`src/sv/rtml_pkg.sv`:
```
`default_nettype none

package rtml_pkg;

    // Table geometry.
    localparam int TABLE_DEPTH = 16;
    localparam int ADDR_W      = (TABLE_DEPTH > 1) ? $clog2(TABLE_DEPTH) : 1;
    localparam int CNT_W       = $clog2(TABLE_DEPTH + 1);

    // Fixed field widths.
    localparam int IDX_W      = 4;
    localparam int WORD_W     = 32;
    localparam int CFG_CNT_W  = 5;
    localparam int APB_AW     = 3;
    localparam int APB_DW     = 32;
    localparam int IN_DATA_W  = 104;
    localparam int OUT_DATA_W = 8;

    // Request kinds carried in the input tuser.
    typedef enum logic {
        CMD_WRITE  = 1'b0,
        CMD_LOOKUP = 1'b1
    } t_cmd;

    // Register index, taken from paddr[2].
    typedef enum logic {
        REG_ENTRIES_IN_USE = 1'b0,
        REG_UNUSED         = 1'b1
    } t_reg;

    typedef enum logic [1:0] {
        ST_IDLE,
        ST_SCAN,
        ST_FINISH,
        ST_OUT
    } t_state;

endpackage

`default_nettype wire

```
`src/sv/route_table_masked_lookup.sv`:
```
`default_nettype none

// Routing table with a masked match lookup. The table holds TABLE_DEPTH
// (sixteen) pairs of destination and mask in an on-chip memory. A request
// with tuser = 0 writes one pair at entry_index and is acknowledged with a
// result that carries was_lookup = 0; writes to slots beyond the table are
// dropped but still acknowledged. A request with tuser = 1 looks up an IPv4
// address: the entries 0 .. n-1 are read one per cycle through the single
// memory read port and fed to one shared masked comparator, where n is the
// entries_in_use register saturated to the table depth. The result reports
// whether any entry matched and the index of the last matching entry (a later
// entry always wins; this is not a longest-prefix choice). A write, or a
// lookup with n = 0, is answered in the cycle after it is taken. A lookup
// with n > 0 passes through ST_SCAN, which reads the n entries, ST_FINISH,
// which makes the last compare, and ST_OUT, which loads the output register
// once it is free; the next request can be taken only after the return to
// ST_IDLE, so a lookup is finished before another is taken. The input is not
// ready while a lookup is in progress or while the output register holds a
// result that is not being taken. Every entry that a lookup scans must have
// been written since reset; the table is not cleared. entries_in_use sits at
// APB byte address 0 and should only be written while the block is idle.
module route_table_masked_lookup
    import rtml_pkg::*;
(
    input  wire logic                   i_clk,
    input  wire logic                   i_rst_n,

    input  wire logic                   s_axis_tvalid,
    output      logic                   s_axis_tready,
    // [3:0] entry_index, [35:4] entry_dest, [67:36] entry_mask,
    // [99:68] lookup_addr, [103:100] zero
    input  wire logic [IN_DATA_W-1:0]   s_axis_tdata,
    // [0] cmd
    input  wire logic                   s_axis_tuser,

    output      logic                   m_axis_tvalid,
    input  wire logic                   m_axis_tready,
    // [0] found, [4:1] match_index, [7:5] zero
    output      logic [OUT_DATA_W-1:0]  m_axis_tdata,
    // [0] was_lookup
    output      logic                   m_axis_tuser,

    input  wire logic                   psel,
    input  wire logic                   penable,
    input  wire logic                   pwrite,
    input  wire logic [APB_AW-1:0]      paddr,
    input  wire logic [APB_DW-1:0]      pwdata,
    output      logic [APB_DW-1:0]      prdata,
    output      logic                   pready
);

    // Request fields.
    logic [IDX_W-1:0]  w_entry_index;
    logic [WORD_W-1:0] w_entry_dest;
    logic [WORD_W-1:0] w_entry_mask;
    logic [WORD_W-1:0] w_lookup_addr;
    t_cmd              w_cmd;

    assign w_entry_index = s_axis_tdata[3:0];
    assign w_entry_dest  = s_axis_tdata[35:4];
    assign w_entry_mask  = s_axis_tdata[67:36];
    assign w_lookup_addr = s_axis_tdata[99:68];
    assign w_cmd         = t_cmd'(s_axis_tuser);

    // Route table memory.
    logic [WORD_W-1:0] r_mem_dest [TABLE_DEPTH];
    logic [WORD_W-1:0] r_mem_mask [TABLE_DEPTH];
    logic [WORD_W-1:0] r_rd_dest;
    logic [WORD_W-1:0] r_rd_mask;

    // Control and datapath registers.
    t_state             r_state;
    t_state             n_state;
    logic [CFG_CNT_W-1:0] r_entries;
    logic [CNT_W-1:0]   r_cnt;
    logic [ADDR_W-1:0]  r_rd_idx;
    logic [ADDR_W-1:0]  r_cmp_idx;
    logic               r_cmp_valid;
    logic [WORD_W-1:0]  r_addr;
    logic               r_hit;
    logic [IDX_W-1:0]   r_last;

    logic               r_out_valid;
    logic               r_out_found;
    logic [IDX_W-1:0]   r_out_index;
    logic               r_out_was_lookup;

    // Handshake and sequencing strobes.
    logic               w_out_free;
    logic               w_in_fire;
    logic               w_cfg_wr;
    logic [CNT_W-1:0]   w_scan_n;
    logic               w_scan_last;
    logic               w_rd_en;
    logic               w_mem_wr;
    logic               w_load_now;
    logic               w_load_scan;
    logic               w_match;

    assign w_out_free = !r_out_valid || m_axis_tready;
    assign w_in_fire  = s_axis_tvalid && s_axis_tready;
    assign pready     = 1'b1;
    assign w_cfg_wr   = psel && penable && pwrite && pready
                        && (t_reg'(paddr[2]) == REG_ENTRIES_IN_USE);

    // Lookups scan at most the whole table.
    assign w_scan_n = (32'(r_entries) > 32'(TABLE_DEPTH)) ? CNT_W'(TABLE_DEPTH)
                                                          : CNT_W'(r_entries);

    assign w_scan_last = (32'(r_rd_idx) + 32'd1) == 32'(r_cnt);

    // The shared comparator: one masked compare per cycle on the read data.
    assign w_match = (r_addr & r_rd_mask) == (r_rd_dest & r_rd_mask);

    // Next state.
    always_comb begin
        n_state = r_state;
        unique case (r_state)
            ST_IDLE: begin
                if (w_in_fire && (w_cmd == CMD_LOOKUP) && (w_scan_n != '0)) begin
                    n_state = ST_SCAN;
                end
            end
            ST_SCAN: begin
                if (w_scan_last) begin
                    n_state = ST_FINISH;
                end
            end
            ST_FINISH: begin
                n_state = ST_OUT;
            end
            ST_OUT: begin
                if (w_out_free) begin
                    n_state = ST_IDLE;
                end
            end
            default: begin
                n_state = ST_IDLE;
            end
        endcase
    end

    // State outputs.
    always_comb begin
        s_axis_tready = 1'b0;
        w_rd_en       = 1'b0;
        w_load_scan   = 1'b0;
        unique case (r_state)
            ST_IDLE: begin
                s_axis_tready = w_out_free;
            end
            ST_SCAN: begin
                w_rd_en = 1'b1;
            end
            ST_FINISH: begin
            end
            ST_OUT: begin
                w_load_scan = w_out_free;
            end
            default: begin
            end
        endcase
    end

    // Writes, and lookups that scan nothing, are answered at once.
    assign w_load_now = w_in_fire && ((w_cmd == CMD_WRITE) || (w_scan_n == '0));
    assign w_mem_wr   = w_in_fire && (w_cmd == CMD_WRITE)
                        && (32'(w_entry_index) < 32'(TABLE_DEPTH));

    // Table memory with a registered read port.
    always_ff @(posedge i_clk) begin
        if (w_mem_wr) begin
            r_mem_dest[ADDR_W'(w_entry_index)] <= w_entry_dest;
            r_mem_mask[ADDR_W'(w_entry_index)] <= w_entry_mask;
        end
        if (w_rd_en) begin
            r_rd_dest <= r_mem_dest[r_rd_idx];
            r_rd_mask <= r_mem_mask[r_rd_idx];
        end
    end

    // Control state.
    always_ff @(posedge i_clk) begin
        if (!i_rst_n) begin
            r_state     <= ST_IDLE;
            r_entries   <= '0;
            r_cmp_valid <= 1'b0;
            r_out_valid <= 1'b0;
        end else begin
            r_state     <= n_state;
            r_cmp_valid <= w_rd_en;
            if (w_cfg_wr) begin
                r_entries <= pwdata[CFG_CNT_W-1:0];
            end
            if (w_load_now || w_load_scan) begin
                r_out_valid <= 1'b1;
            end else if (m_axis_tready) begin
                r_out_valid <= 1'b0;
            end
        end
    end

    // Scan datapath and the output register.
    always_ff @(posedge i_clk) begin
        if (w_in_fire) begin
            r_addr   <= w_lookup_addr;
            r_cnt    <= w_scan_n;
            r_rd_idx <= '0;
            r_hit    <= 1'b0;
            r_last   <= '0;
        end else begin
            if (w_rd_en) begin
                r_rd_idx <= r_rd_idx + ADDR_W'(1);
            end
            if (r_cmp_valid && w_match) begin
                r_hit  <= 1'b1;
                r_last <= IDX_W'(r_cmp_idx);
            end
        end
        r_cmp_idx <= r_rd_idx;

        if (w_load_now) begin
            r_out_found      <= 1'b0;
            r_out_index      <= '0;
            r_out_was_lookup <= (w_cmd == CMD_LOOKUP);
        end else if (w_load_scan) begin
            r_out_found      <= r_hit;
            r_out_index      <= r_last;
            r_out_was_lookup <= 1'b1;
        end
    end

    assign m_axis_tvalid = r_out_valid;
    assign m_axis_tdata  = {3'b000, r_out_index, r_out_found};
    assign m_axis_tuser  = r_out_was_lookup;

    // Register read-back.
    always_comb begin
        prdata = '0;
        if (t_reg'(paddr[2]) == REG_ENTRIES_IN_USE) begin
            prdata = APB_DW'(r_entries);
        end
    end

endmodule

`default_nettype wire
```
`config.mk`:
```
export PLATFORM = sky130hd
export DESIGN_NAME = route_table_masked_lookup
export DESIGN_NICKNAME = d
export VERILOG_FILES = /design/src/sv/rtml_pkg.sv /design/src/sv/route_table_masked_lookup.sv
export SDC_FILE = /design/constraint.sdc
export NUM_CORES = 1
export LEC_CHECK = 0
export CORE_MARGIN = 2
export CORE_UTILIZATION = 54
export CTS_BUF_LIST = sky130_fd_sc_hd__clkbuf_4
export CTS_CLUSTER_DIAMETER = 40
export CTS_CLUSTER_SIZE = 30
export DETAILED_ROUTE_END_ITERATION = 6
export DONT_BUFFER_PORTS = 1
export GPL_ROUTABILITY_DRIVEN = 0
export PLACE_DENSITY_LB_ADDON = 0.08
export SETUP_SLACK_MARGIN = 0.2
export SYNTH_ARGS = -nofsm -noshare
export SYNTH_HDL_FRONTEND = slang
export SYNTH_SLANG_ARGS = --single-unit
export TNS_END_PERCENT = 20
```
`constraint.sdc`:
```
create_clock -name i_clk -period 7 [get_ports i_clk]
set_input_delay 0.35 -clock i_clk [delete_from_list [all_inputs] [get_ports i_clk]]
set_output_delay 0.35 -clock i_clk [all_outputs]
set_load 0.01 [all_outputs]
```
==> impl_results.md <==
- Status: completed
- Final HPWL DP: around 50 mm
- Hold-fix buffers, CTS: approximately 150
- Io pins: approximately 190
- Critical Path, Cell by Cell: inv_1 > ha_1 > nand3_1 > nor2_1 > dlygate4sd3_1 > inv_1 > or3_1 > nor3_2 > dlygate4sd3_1 > buf_4
- Final std cells w/o fill: between 3k and 4k
- CTS max path bufs: 3
- Most frequent cell after synthesis: edfxtp_1
- Metal-1 WL: roughly 40 mm
- Worst setup SP type: flop
- Drt total wl: ~97 mm
- Crit share post-route: a little over two thirds
- Maximum fanout along the worst path: 24
- Clock skew: 0.0626 ns
- Reg2reg end: r_mem_dest[0][15]$_DFFE_PP_
- Largest net degree at the start of global routing: about 120
- Critical Path RT: around 7.6 ns
- Grt total ovfl: 0
- # rows: between 100 and 150
- Reg clk slew, reported paths: 0.13 ns
- Sinks on the clock net: 1153
- H-tree levels: 4
- Die X: around 290 um
- Number of flops mapped to enable cells by yosys: around 1.1k
- Top cell type's share of synthesized area: between 70% and 80%
- Post-synth cell types: 35
- FF+latch count, synth: between 1k and 1.5k
- # fillers: about 5.5k
- DR top layer: met5
- Min-delay src: s_axis_tdata[3]
- Maximum clock rate: between 200 and 250 MHz
- Critical Path End Type: flop
- Starting density of the core: a little over half
- Num CTS Buffers: around 140
- Family with the most delay on the worst path: buffers and inverters
- Layout area overhead: 11.9%
- Post-CTS setup buffers: 0
- CTS tree: yes
- Leakage: ~15 nW
- Relative slew slack: between 20% and 30%
- Total power: around 0.014 W
- Period minus WS final: roughly 5 ns
- WL met3: roughly 6.9 mm
- Via/cell ratio: roughly 6
- Worst Path Class, Setup: reg -> reg
- Final hold violation count: 0
- Setup violations, final: 0
- Max IR drop VDD: approximately 220 uV
- WL/cell: between 30 and 40 um
- GRT Util Overall: 24.0%
- Worst min path class: in -> reg
- Max Slew Vio Count: 0
- Sequential area share after synthesis: between 70 and 80%
- Latest clock arrival within the worst-skew pair: between 1 and 1.5 ns
- IO buf count: 0
- Warnings from Yosys: 0
- Inst Count DP: around 2.8k
- Reg2Reg Depth: 10
- Max stage delay on crit path: around 1.1 ns
- ANT nets after route: 0
- Via count: between 15k and 20k
- Pwr Density: a little under 300 mW/mm2
- FF-to-FF Start: r_state[0]$_SDFFE_PN0P_
- Util after Layout: around 61%
- Synthesized cell area: ~0.043 mm2
- Synth cell count leaders: edfxtp_1 (1126), mux4_2 (320), clkbuf_1 (42), xor2_1 (35), buf_2 (34)
- DRT Pass-1 Iters: 5
- Dominant cell type by area after synthesis: edfxtp_1
- First-pass GRT wire length: ~140 mm
- Cell count after synthesis: about 1.8k
- RSZ-0062 raised after global routing: false
- Max-cap violations: 0
- Worst Hold Endpoint: r_mem_mask[15][29]$_DFFE_PP_
- Antenna violations before repair: 4
- Core area: 0.0793 mm2
- Async set or reset register ratio after synthesis: 0%
- Layout cells sized above 1: 29.0%
- Final net count: roughly 2.2k
- Setup_tns: 0 ns
- Arrival @ worst endpoint: 5.59 ns
- Worst path slowest cell: dlygate4sd3_1
- Die footprint: 0.0826 mm2
- Post-cts sizing count: 0
- Vias in the first global route: roughly 20k
- Worst path bufs/invs: 5
- Synth top area cells: edfxtp_1 (78%), mux4_2 (17%), dfxtp_1 (1.2%), xor2_1 (0.71%), buf_4 (0.57%)
- Die Y: approximately 290 um
- Clock root cell: clkbuf_4
- # DRC: 0
- Post-synth top flop: edfxtp_1
- Worst Tran Pin Value: between 1 and 1.5 ns
- Metal2 WL: 47.3 mm
- Syn avg cell area: between 20 and 25 um2
- Initial drt markers: 1998
- Hold path cells: 2
- Min Hold Slack: ~0.088 ns
- Internal reg-to-reg setup slack: a little over 2 ns
## where the power goes
| part | internal [W] | switching [W] | total [W] | leakage [nW] |
|---|---|---|---|---|
| Combinational | 0.000931 | 0.00105 | 0.00198 | 3.14 |
| Sequential | 0.00792 | 0.000212 | 0.00813 | 10.4 |
| Clock | 0.00188 | 0.00243 | 0.00431 | 1.23 |
## layout by cell type (no fill, tap or decap), types with 17 or more instances in the layout
cell type,instances
clkbuf_4,153
xor2_1,35
conb_1,31
buf_4,33
nand2_1,17
dfxtp_1,23
clkinv_1,19
dlygate4sd3_1,151
edfxtp_1,1126
mux4_2,320
bufinv_16,19
clkinv_2,17
## routing by layer
metal  GRT usage (%)  vias up
li1                -     8075
met1            35.0    10600
met2            37.9      729
met3            4.58      138
met4            6.81        2
met5               0        -
## logic make-up after synthesis
family	count (synthesis)	synth area share, %
flops	1153	79.2
buf+inv	118	1.40
compound gates	34	0.557
xor+xnor	40	0.808
simple gates	86	0.984
other cells	2	0.0173
fa+ha+maj	6	0.173
mux	330	16.8
## worst max-delay path by stage
stage	startpoint	end	slack, ns	cells after the start
6_report	r_state[0]$_SDFFE_PN0P_	r_mem_dest[0][15]$_DFFE_PP_	2.06	10
5_1_grt	r_state[0]$_SDFFE_PN0P_	r_mem_mask[0][3]$_DFFE_PP_	1.83	10
4_1_cts	r_state[1]$_SDFFE_PN0P_	r_mem_dest[0][17]$_DFFE_PP_	2.19	10
3_5_place_dp	r_state[1]$_SDFFE_PN0P_	r_mem_dest[0][14]$_DFFE_PP_	2.96	8
3_3_place_gp	m_axis_tready	r_mem_dest[0][30]$_DFFE_PP_	3.01	7
2_1_floorplan	m_axis_tready	r_mem_dest[0][0]$_DFFE_PP_	0.69	7
## area by class of cell
cell class | count | area (um2) | area share [%]
flip-flops and latches | 1153 | 34400 | 70.8
multi-input cells | 527 | 8640 | 17.8
repair buffers | 191 | 1900 | 3.91
well taps | 1050 | 1310 | 2.71
clock buffers | 153 | 1150 | 2.37
clock inverters | 102 | 1130 | 2.33
inverters | 7 | 26.3 | 0.0541
diodes | 6 | 15.0 | 0.0309
## metrics by stage
step	worst slack, ns	instance area (um2)
after floorplan	0.688	43500
after global placement	3.01	44700
after detailed placement	2.96	44700
after CTS	2.19	48500
after global routing	1.83	48500
final	2.06	48500
## flip-flops by register name, indices dropped and copies added, names as in the netlist, 2 cells and up
| register | flops |
|---|---|
| r_mem_dest | 512 |
| r_mem_mask | 512 |
| r_addr | 32 |
| r_rd_dest | 32 |
| r_rd_mask | 32 |
| r_cnt | 5 |
| r_entries | 5 |
| r_cmp_idx | 4 |
| r_last | 4 |
| r_out_index | 4 |
| r_rd_idx | 4 |
| r_state | 2 |
No activity file was read; power rests on OpenSTA's default activity.
